==> src/rtl/fbpx_pkg.sv <==
// ----------------------------------------------------------------------------
// fbpx_pkg
// Shared constants for the framed byte parser: start byte, default payload
// depth, result status codes and parser phase codes.
// ----------------------------------------------------------------------------
package fbpx_pkg;

    localparam int unsigned MAX_DATA_DEF = 16;

    localparam logic [7:0] START_BYTE = 8'hAA;

    localparam logic [1:0] ST_RECV    = 2'd0;
    localparam logic [1:0] ST_GOOD    = 2'd1;
    localparam logic [1:0] ST_ERR     = 2'd2;
    localparam logic [1:0] ST_TIMEOUT = 2'd3;

    localparam logic [2:0] PH_HUNT = 3'd0;
    localparam logic [2:0] PH_CMD  = 3'd1;
    localparam logic [2:0] PH_LEN  = 3'd2;
    localparam logic [2:0] PH_DATA = 3'd3;
    localparam logic [2:0] PH_CHK  = 3'd4;

endpackage

==> src/rtl/framed_byte_parser_xor_timeout_core.sv <==
// ----------------------------------------------------------------------------
// framed_byte_parser_xor_timeout_core
// Start/command/length/payload/XOR-checksum frame parser with inter-byte
// timeout; payload bytes are buffered in a one-port-write, registered-read RAM.
// ----------------------------------------------------------------------------
// Usage:
//   s_* channel carries one received byte and its 32-bit arrival stamp per
//   transaction. m_* channel returns results: every byte gives one result
//   (status receiving, error or timeout), except the checksum byte of a good
//   frame, which gives one result per payload byte (one if the length is 0).
//   m_run_end marks the last result caused by a byte.
//   cfg_we/cfg_wdata write the gap limit (0 disables the timeout check).
// Latency: a single result is valid in the cycle after its byte is accepted;
//   the first payload result of a good frame follows one payload RAM read, then the load of the output register.
// Throughput: one byte per cycle while results are taken. After a good frame
//   of length N > 0 the input stalls while the N results are produced, each
//   by one payload RAM read, then the load of the output register.
// Reset: parser hunts for the start byte, gap limit and last stamp are zero,
//   no result is pending. The payload RAM is not cleared; an entry is only
//   read after the frame wrote it.
// Stall: a result not taken holds in the output register and s_ready drops
//   until it is taken.
// ----------------------------------------------------------------------------
module framed_byte_parser_xor_timeout_core #(
    parameter int unsigned MAX_DATA = fbpx_pkg::MAX_DATA_DEF
) (
    input  logic        aclk,
    input  logic        aresetn,

    input  logic        cfg_we,
    input  logic [31:0] cfg_wdata,

    input  logic        s_valid,
    output logic        s_ready,
    input  logic [7:0]  s_rx_byte,
    input  logic [31:0] s_stamp,

    output logic        m_valid,
    input  logic        m_ready,
    output logic [1:0]  m_status,
    output logic [7:0]  m_frame_command,
    output logic [4:0]  m_frame_length,
    output logic [7:0]  m_data_byte,
    output logic [3:0]  m_data_position,
    output logic        m_run_end
);

    localparam int unsigned ADDR_W = (MAX_DATA > 1) ? $clog2(MAX_DATA) : 1;
    localparam int unsigned LEN_W  = $clog2(MAX_DATA + 1);

    // parser state
    logic [2:0]       phase_reg, phase_next;
    logic [7:0]       cmd_reg, cmd_next;
    logic [LEN_W-1:0] len_reg, len_next;
    logic [LEN_W-1:0] fill_reg, fill_next;
    logic [7:0]       xor_reg, xor_next;
    logic [31:0]      stamp_reg, stamp_next;
    logic [31:0]      gap_limit_reg;

    // emit sequencer
    logic             emit_reg, emit_next;
    logic             pend_reg, pend_next;
    logic [LEN_W-1:0] ecnt_reg, ecnt_next;

    // output register
    logic             m_valid_reg, m_valid_next;
    logic [1:0]       status_reg, status_next;
    logic [7:0]       ocmd_reg, ocmd_next;
    logic [4:0]       olen_reg, olen_next;
    logic [7:0]       odata_reg, odata_next;
    logic [3:0]       opos_reg, opos_next;
    logic             oend_reg, oend_next;

    // payload RAM
    logic [7:0]        mem [MAX_DATA];
    logic              mem_we;
    logic              mem_re;
    logic [ADDR_W-1:0] mem_waddr;
    logic [ADDR_W-1:0] mem_raddr;
    logic [7:0]        mem_rdata_reg;

    logic              in_fire;
    logic              out_free;
    logic [31:0]       gap;
    logic              timeout;
    logic [LEN_W:0]    fill_inc;
    logic [LEN_W:0]    ecnt_inc;
    logic              emit_last;
    logic [LEN_W+4:0]  len_ext;
    logic [LEN_W+3:0]  pos_ext;

    assign out_free  = !m_valid_reg || m_ready;
    assign s_ready   = !emit_reg && out_free;
    assign in_fire   = s_valid && s_ready;

    assign gap       = s_stamp - stamp_reg;
    assign timeout   = (phase_reg != fbpx_pkg::PH_HUNT) && (gap_limit_reg != 32'd0)
                       && (gap > gap_limit_reg);
    assign fill_inc  = (LEN_W+1)'(fill_reg) + (LEN_W+1)'(1);
    assign ecnt_inc  = (LEN_W+1)'(ecnt_reg) + (LEN_W+1)'(1);
    assign emit_last = (ecnt_inc == (LEN_W+1)'(len_reg));
    assign len_ext   = (LEN_W+5)'(len_reg);
    assign pos_ext   = (LEN_W+4)'(ecnt_reg);

    assign mem_waddr = fill_reg[ADDR_W-1:0];
    assign mem_raddr = ecnt_reg[ADDR_W-1:0];

    always_comb begin
        phase_next   = phase_reg;
        cmd_next     = cmd_reg;
        len_next     = len_reg;
        fill_next    = fill_reg;
        xor_next     = xor_reg;
        stamp_next   = stamp_reg;
        emit_next    = emit_reg;
        pend_next    = pend_reg;
        ecnt_next    = ecnt_reg;
        m_valid_next = m_valid_reg && !m_ready;
        status_next  = status_reg;
        ocmd_next    = ocmd_reg;
        olen_next    = olen_reg;
        odata_next   = odata_reg;
        opos_next    = opos_reg;
        oend_next    = oend_reg;
        mem_we       = 1'b0;
        mem_re       = 1'b0;

        if (in_fire) begin
            m_valid_next = 1'b1;
            status_next  = fbpx_pkg::ST_RECV;
            ocmd_next    = 8'd0;
            olen_next    = 5'd0;
            odata_next   = 8'd0;
            opos_next    = 4'd0;
            oend_next    = 1'b1;
            if (timeout) begin
                status_next = fbpx_pkg::ST_TIMEOUT;
                stamp_next  = s_stamp;
                phase_next  = (s_rx_byte == fbpx_pkg::START_BYTE) ?
                              fbpx_pkg::PH_CMD : fbpx_pkg::PH_HUNT;
            end else begin
                unique case (phase_reg)
                    fbpx_pkg::PH_HUNT: begin
                        stamp_next = s_stamp;
                        if (s_rx_byte == fbpx_pkg::START_BYTE) begin
                            phase_next = fbpx_pkg::PH_CMD;
                        end
                    end
                    fbpx_pkg::PH_CMD: begin
                        stamp_next = s_stamp;
                        cmd_next   = s_rx_byte;
                        xor_next   = s_rx_byte;
                        phase_next = fbpx_pkg::PH_LEN;
                    end
                    fbpx_pkg::PH_LEN: begin
                        if ({1'b0, s_rx_byte} > 9'(MAX_DATA)) begin
                            status_next = fbpx_pkg::ST_ERR;
                            phase_next  = fbpx_pkg::PH_HUNT;
                        end else begin
                            stamp_next = s_stamp;
                            len_next   = s_rx_byte[LEN_W-1:0];
                            xor_next   = xor_reg ^ s_rx_byte;
                            fill_next  = '0;
                            phase_next = (s_rx_byte == 8'd0) ?
                                         fbpx_pkg::PH_CHK : fbpx_pkg::PH_DATA;
                        end
                    end
                    fbpx_pkg::PH_DATA: begin
                        stamp_next = s_stamp;
                        mem_we     = 1'b1;
                        fill_next  = fill_inc[LEN_W-1:0];
                        xor_next   = xor_reg ^ s_rx_byte;
                        if (fill_inc >= (LEN_W+1)'(len_reg)) begin
                            phase_next = fbpx_pkg::PH_CHK;
                        end
                    end
                    fbpx_pkg::PH_CHK: begin
                        phase_next = fbpx_pkg::PH_HUNT;
                        if (s_rx_byte == xor_reg) begin
                            stamp_next  = s_stamp;
                            status_next = fbpx_pkg::ST_GOOD;
                            ocmd_next   = cmd_reg;
                            olen_next   = len_ext[4:0];
                            if (len_reg != '0) begin
                                // payload run: results come from the sequencer
                                m_valid_next = 1'b0;
                                emit_next    = 1'b1;
                                pend_next    = 1'b0;
                                ecnt_next    = '0;
                            end
                        end else begin
                            status_next = fbpx_pkg::ST_ERR;
                        end
                    end
                    default: begin
                        stamp_next = s_stamp;
                        phase_next = fbpx_pkg::PH_HUNT;
                    end
                endcase
            end
        end else if (emit_reg) begin
            if (!pend_reg) begin
                mem_re    = 1'b1;
                pend_next = 1'b1;
            end else if (out_free) begin
                m_valid_next = 1'b1;
                status_next  = fbpx_pkg::ST_GOOD;
                ocmd_next    = cmd_reg;
                olen_next    = len_ext[4:0];
                odata_next   = mem_rdata_reg;
                opos_next    = pos_ext[3:0];
                oend_next    = emit_last;
                pend_next    = 1'b0;
                ecnt_next    = ecnt_inc[LEN_W-1:0];
                if (emit_last) begin
                    emit_next = 1'b0;
                end
            end
        end
    end

    always_ff @(posedge aclk) begin
        if (!aresetn) begin
            phase_reg     <= fbpx_pkg::PH_HUNT;
            cmd_reg       <= '0;
            len_reg       <= '0;
            fill_reg      <= '0;
            xor_reg       <= '0;
            stamp_reg     <= '0;
            gap_limit_reg <= '0;
            emit_reg      <= 1'b0;
            pend_reg      <= 1'b0;
            ecnt_reg      <= '0;
            m_valid_reg   <= 1'b0;
        end else begin
            phase_reg   <= phase_next;
            cmd_reg     <= cmd_next;
            len_reg     <= len_next;
            fill_reg    <= fill_next;
            xor_reg     <= xor_next;
            stamp_reg   <= stamp_next;
            emit_reg    <= emit_next;
            pend_reg    <= pend_next;
            ecnt_reg    <= ecnt_next;
            m_valid_reg <= m_valid_next;
            if (cfg_we) begin
                gap_limit_reg <= cfg_wdata;
            end
        end
    end

    always_ff @(posedge aclk) begin
        status_reg <= status_next;
        ocmd_reg   <= ocmd_next;
        olen_reg   <= olen_next;
        odata_reg  <= odata_next;
        opos_reg   <= opos_next;
        oend_reg   <= oend_next;
    end

    // payload RAM; writes finish before the checksum byte, so no forwarding
    always_ff @(posedge aclk) begin
        if (mem_we) begin
            mem[mem_waddr] <= s_rx_byte;
        end
    end

    always_ff @(posedge aclk) begin
        if (mem_re) begin
            mem_rdata_reg <= mem[mem_raddr];
        end
    end

    assign m_valid         = m_valid_reg;
    assign m_status        = status_reg;
    assign m_frame_command = ocmd_reg;
    assign m_frame_length  = olen_reg;
    assign m_data_byte     = odata_reg;
    assign m_data_position = opos_reg;
    assign m_run_end       = oend_reg;

`ifndef NO_ASSERTIONS
    a_no_input_during_run: assert property (@(posedge aclk) disable iff (!aresetn)
        emit_reg |-> !s_ready)
        else $error("input accepted during payload run");

    a_run_count_bound: assert property (@(posedge aclk) disable iff (!aresetn)
        emit_reg |-> (ecnt_reg < len_reg))
        else $error("payload run index beyond frame length");

    a_single_result_ends: assert property (@(posedge aclk) disable iff (!aresetn)
        (m_valid && m_status != fbpx_pkg::ST_GOOD) |-> m_run_end)
        else $error("non-good result without run end");

    a_run_end_stops_run: assert property (@(posedge aclk) disable iff (!aresetn)
        (m_valid && m_ready && m_run_end && !in_fire) |=> !emit_reg)
        else $error("payload run continues after run end");

    a_good_frame_starts_run: assert property (@(posedge aclk) disable iff (!aresetn)
        (in_fire && !timeout && phase_reg == fbpx_pkg::PH_CHK
         && s_rx_byte == xor_reg && len_reg != '0) |=> (emit_reg && !m_valid))
        else $error("good frame did not start payload run");
`endif

endmodule

==> config.mk <==
export PLATFORM = sky130hd
export DESIGN_NAME = framed_byte_parser_xor_timeout_core
export DESIGN_NICKNAME = d
export VERILOG_FILES = /design/src/rtl/fbpx_pkg.sv /design/src/rtl/framed_byte_parser_xor_timeout_core.sv
export SDC_FILE = /design/constraint.sdc
export NUM_CORES = 1
export LEC_CHECK = 0
export ABC_AREA = 1
export ABC_CLOCK_PERIOD_IN_PS = 4200
export BUFFER_PORTS_ARGS = -buffer_cell sky130_fd_sc_hd__buf_4
export CAP_MARGIN = 20
export CORE_MARGIN = 3
export CORE_UTILIZATION = 30
export DETAILED_ROUTE_END_ITERATION = 10
export HOLD_SLACK_MARGIN = 0.1
export PLACE_DENSITY_LB_ADDON = 0.12
export SYNTH_ARGS = -nofsm -noshare
export SYNTH_HDL_FRONTEND = slang
export SYNTH_SLANG_ARGS = --single-unit
==> constraint.sdc <==
create_clock -name aclk -period 4.2 [get_ports aclk]
set_clock_uncertainty 0.1 [all_clocks]
set_input_delay 0 -clock aclk [delete_from_list [all_inputs] [get_ports aclk]]
set_output_delay 0 -clock aclk [all_outputs]
set_load 0.005 [all_outputs]
# ---- Word level (Yosys, flattened, before mapping)
# Memories as Yosys holds them, arrays and structs flattened. A register that Yosys moved wholly into a read port is not among the register bits.
# Cells that the tools add are included.
dict set report word_totals {
  register_bits 129
  mem_bits_rw 128
  elab_cells 151
  mem_count 1
}
dict set report classes {
  addsub 3
  order_cmp 3
  n_eq_ne 16
  mux 78
  bitwise_logic 3
  n_reduce_logical 30
}
# memory depth width read_ports rd_clocked_by_memory_dff wr line_no
set mem_list {}
lappend mem_list {mem 16 8 1 1 1 framed_byte_parser_xor_timeout_core.sv:75} ;# logic [7:0] mem [MAX_DATA];
# op count
set ops {}
lappend ops {{two-way mux 32 bit} 3}
lappend ops {{two-way mux 5 bit} 16}
lappend ops {{two-way mux 8 bit} 8}
lappend ops {{case mux 32 bit (2 select lines)} 1}
lappend ops {{two-way mux 1 bit} 34}
lappend ops {{greater-than comparator 32 bit} 1}
lappend ops {{nonzero test 32 bit} 1}
lappend ops {{subtractor 32 bit} 1}
lappend ops {{case mux 8 bit (3 select lines)} 1}
lappend ops {{AND reduction 4 bit} 4}
lappend ops {{two-way mux 3 bit} 5}
lappend ops {{AND reduction 3 bit} 5}
lappend ops {{two-way mux 2 bit} 7}
lappend ops {{adder 5 x 1 -> 6 bit (second input constant)} 2}
lappend ops {{!= test 3 bit (second input constant)} 4}
lappend ops {{case mux 3 bit (4 select lines)} 1}
lappend ops {{case mux 5 bit (2 select lines)} 1}
lappend ops {{equality test 8 bit} 1}
lappend ops {{equality test 8 bit (second input constant)} 1}
lappend ops {{greater-than comparator 8 x 5 -> 1 bit (second input constant)} 1}
lappend ops {{zero test 8 bit} 1}
lappend ops {{nonzero test 2 bit} 4}
lappend ops {{bitwise XOR 8 bit} 1}
lappend ops {{AND reduction 7 bit} 1}
lappend ops {{16 further kinds} 28}

# ---- Depth between registers and ports, before layout
dict set report logic_depth {
  depth_word 7
  mapped_depth 29
}

# ---- Worst setup path after synthesis
# No wires, ideal clock.
dict set report synth_path {
  path_kind {register to register}
  startpoint {register stamp_reg[0]}
  endpoint {memory mem[15][0] (enable)}
  setup_ns 0.383
  t_arrival_ns 3.414
  required_ns 3.717
  setup_slack_ns 0.303
  path_stages_with_launch 23
  path_buffers 1
  period_less_slack_ns 3.897
  path_cell_list {dfxtp_1 -> ha_1 -> inv_1 -> fa_1 -> nand3_1 -> nand2_1 -> nand2_1 -> nand2_1 -> nand3_1 -> nand2_1 -> a21oi_1 -> o21bai_1 -> xor2_1 -> ha_1 -> nand2_1 -> nor2_1 -> nand3_1 -> nor2_2 -> nor2_4 -> nand2_4 -> buf_8 -> nand2_2 -> nor3_1}
}
dict set report synth_via {
  elab_chain_len 7
}
# element line_no
set synth_rtl {}
lappend synth_rtl {{from (decl)} framed_byte_parser_xor_timeout_core.sv:57} ;# logic [31:0] stamp_reg, stamp_next;
lappend synth_rtl {{from (signal assigned)} framed_byte_parser_xor_timeout_core.sv:241} ;# stamp_reg <= stamp_next;
lappend synth_rtl {{subtractor 32 bit} framed_byte_parser_xor_timeout_core.sv:96} ;# assign gap = s_stamp - stamp_reg;
lappend synth_rtl {{greater-than comparator 32 bit} framed_byte_parser_xor_timeout_core.sv:98} ;# && (gap > gap_limit_reg);
lappend synth_rtl {{logical AND 1 bit} framed_byte_parser_xor_timeout_core.sv:98}
lappend synth_rtl {{two-way mux 1 bit} framed_byte_parser_xor_timeout_core.sv:136} ;# if (timeout) begin
lappend synth_rtl {{two-way mux 1 bit} framed_byte_parser_xor_timeout_core.sv:128} ;# if (in_fire) begin
lappend synth_rtl {{two-way mux 1 bit} framed_byte_parser_xor_timeout_core.sv:263} ;# if (mem_we) begin
lappend synth_rtl {{two-way mux 1 bit (not written as such)} framed_byte_parser_xor_timeout_core.sv:264} ;# mem[mem_waddr] <= s_rx_byte;
lappend synth_rtl {{to (decl)} framed_byte_parser_xor_timeout_core.sv:75}
# No other way between the ends.

# ---- Worst setup path after layout
dict set report layout_path {
  startpoint {register stamp_reg[0]}
  endpoint {memory mem[14][3] (enable)}
}
# The elaborated chain is that of the path after synthesis.

==> results.txt <==
Max Fclk = 250 MHz
CTS clk-pin slew, worst paths = 60 ps
setup violators final = 0
critical path arrival = 4160 ps
Vias/cell = 4.72
sequential element share of the synthesized area = 49.7%
placed cells = 2254
Root Buffer = clkbuf_16
P_leak = 7.09 nW
Worst-Skew Late Latency = 550 ps
syn_area_per_cell = 8.67 um2
Total Routing Usage GR = 16.4%
DP Area = 0.0152 mm2
RePlAce Congestion = 0.901
CTS tree = yes
Pre-antenna DRT Iters = 5
Worst Path Max Fanout = 8
largest net degree at the start of global routing = 99
slowest cell delay on critical path = 310 ps
max-slew violations = 0
vias = 11400
CORE AREA = 0.0447 mm2
top_reg_cell synth = edfxtp_1
total of max-cap violations = 0
Final ANT Viol Nets = 0
CP startpoint kind = register
Routed WL per cell = 16.5 um
Chip Height = 220 um
antenna fix cells = 0
Yosys top cell by area = edfxtp_1
worst endpoint required time = 4360 ps
synth unique cells = 50
Detailed Route WL = 39800 um
# DRC = 0
GRT overflow = 0
Final HPWL DP = 27400 um
maximum VDD drop = 0.274 mV
layout cell share with drive strength beyond 1 = 18.0%
most used cell, CP = nand2_1
Syn Inst Count = 1583
Mapped Nets = 1734
total CTS buffers = 34
Layout Utilization = 39.6%
worst slew pin tran = 977 ps
H-tree levels = 2
row cnt = 77
crit end category = register
Crit Path Class = reg2reg
HP Class = in2reg
post-synthesis async set-or-reset flop share = 0%
antenna violations before repair = 0
Tcrit/Tclk final = 95.1%
Nets = 1951
maximum clock path buffer count = 3
Area contributors post-synth = edfxtp_1 (33%), dfxtp_1 (17%), nor2_1 (7.1%)
worst relative slew slack = 34.9%
design area = 0.0177 mm2
total clock sinks = 265
Yosys warning count = 0
synthesized cell area = 0.0137 mm2
port bufs = 106
EDFF count, synth = 151
Fill cells = 4580
DRT iter0 DRCs = 582
power per cell area = 546 mW/mm2
Hold Fails Final Rpt = 0
Tmin final = 3990 ps
DIE AREA = 0.0484 mm2
Largest register FFs = 128
Seq cells post-synth = 265
Die Wd = 220 um
area grow syn2layout = 28.9%
unrepaired setup endpoints after global routing = true
Worst path slowest cell = dfxtp_1
Storage cell area = 0.00682 mm2
I/O Pins = 107
first-pass GRT wire length = 61800 um
top cell type's share of synthesized area = 33.0%
fin cells = 2417
vias in the first global route = 11300
area occupied by multi-input gates = 0.00623 mm2
outcome = complete, no violations
Initial Utilization = 30.7%
-- cells in the final DEF (no fill, tap or decap), types with 60 or more instances in the layout --
| cell | n |
|---|---|
| dfxtp_1 | 113 |
| edfxtp_1 | 151 |
| nand2_1 | 211 |
| dlygate4sd3_1 | 100 |
| ha_1 | 60 |
| nor2_1 | 241 |
| inv_1 | 165 |
| a21oi_1 | 82 |
| o21ai_0 | 149 |
| buf_4 | 127 |
-- logic make-up after synthesis --
kind of cell / synth area share [%]
buffers and inverters: 7.02
AND/OR/NAND/NOR: 20.0
AO/OA/AOI/OAI: 13.8
adder cells (fa/ha/maj): 6.80
XOR/XNOR: 2.81
flip-flops: 49.7
-- final timing paths --
path	endpoint	from	cells past startpoint	slack (ps)
setup reg to reg	mem[14][3]	stamp_reg[0]	26	210
hold / removal	stamp_reg[15]	s_stamp[15]	4	130
setup / recovery	mem[14][3]	stamp_reg[0]	26	210
hold reg to reg	m_data_byte[4]	mem_rdata_reg[4]	2	370
-- synth_stat cells, types with 3 or more instances --
cell,n
o21ai_1,21
nand3_1,45
a31oi_1,5
clkbuf_1,42
nand2_2,5
nor3_1,21
nand2_4,3
dfxtp_1,114
nor2_4,3
a21boi_0,4
o211ai_1,6
inv_1,169
ha_1,73
nor2_1,260
nand3_2,3
inv_2,5
o221ai_1,30
o22ai_1,3
xor2_1,31
a21o_1,3
buf_2,6
xnor2_1,13
o21ai_0,152
nor2_2,33
a21oi_1,93
nand2_1,221
edfxtp_1,151
nor3_2,5
o21bai_1,8
nand4_1,19
buf_6,7
-- routing by layer --
layer	track usage (%)	vias up	routed length, um
met5	0	-	0
met2	28.4	234	19200
met3	2.28	60	1600
li1	-	5771	-
met4	4.85	0	896
met1	21.3	5332	18100
-- final cells by class --
| type | count | share of cell area, % |
|---|---|---|
| clock buffer | 50 | 5.60 |
| timing repair buffer | 240 | 11.9 |
| multi-input combinational | 1082 | 35.2 |
| tap | 592 | 4.19 |
| clock inverter | 11 | 0.729 |
| sequential | 265 | 38.5 |
| inverter | 177 | 3.79 |
-- report_power, final --
part | switching, mW | leakage, nW | internal [mW] | total [mW]
Clock | 1.18 | 0.546 | 1.72 | 2.90
Combinational | 2.27 | 4.24 | 1.39 | 3.66
Sequential | 0.121 | 2.31 | 2.98 | 3.10
-- per-stage QoR --
step	TNS [ps]	hold slack (ps)	setup slack, ps	power [mW]
6_report	0	128	206	9.66
5_1_grt	-3060	130	-49.2	10.4
4_1_cts	0	104	43.5	9.56
3_5_place_dp	0	139	38.0	6.53
3_3_place_gp	0	132	77.9	6.50
2_1_floorplan	0	-1.13	303	5.68
-- worst max-delay path: cells and delay by family (launching register included) --
family / cells / cell delay (ps)
and+or+nand+nor: 17 / 1850
DFF: 1 / 310
adders and majority gates: 3 / 660
buffers and inverters: 3 / 300
AOI/OAI and AO/OA: 2 / 230
xor gates and xnor gates: 1 / 200
-- repair_timing --
action	in CTS	in global routing
gates resized for setup	0	98
hold buffers	100	0
setup buffers	0	2
endpoints found under the hold margin	240	0
setup endpoints to repair	0	201
Note: power is estimated with default switching activity, not from simulation.
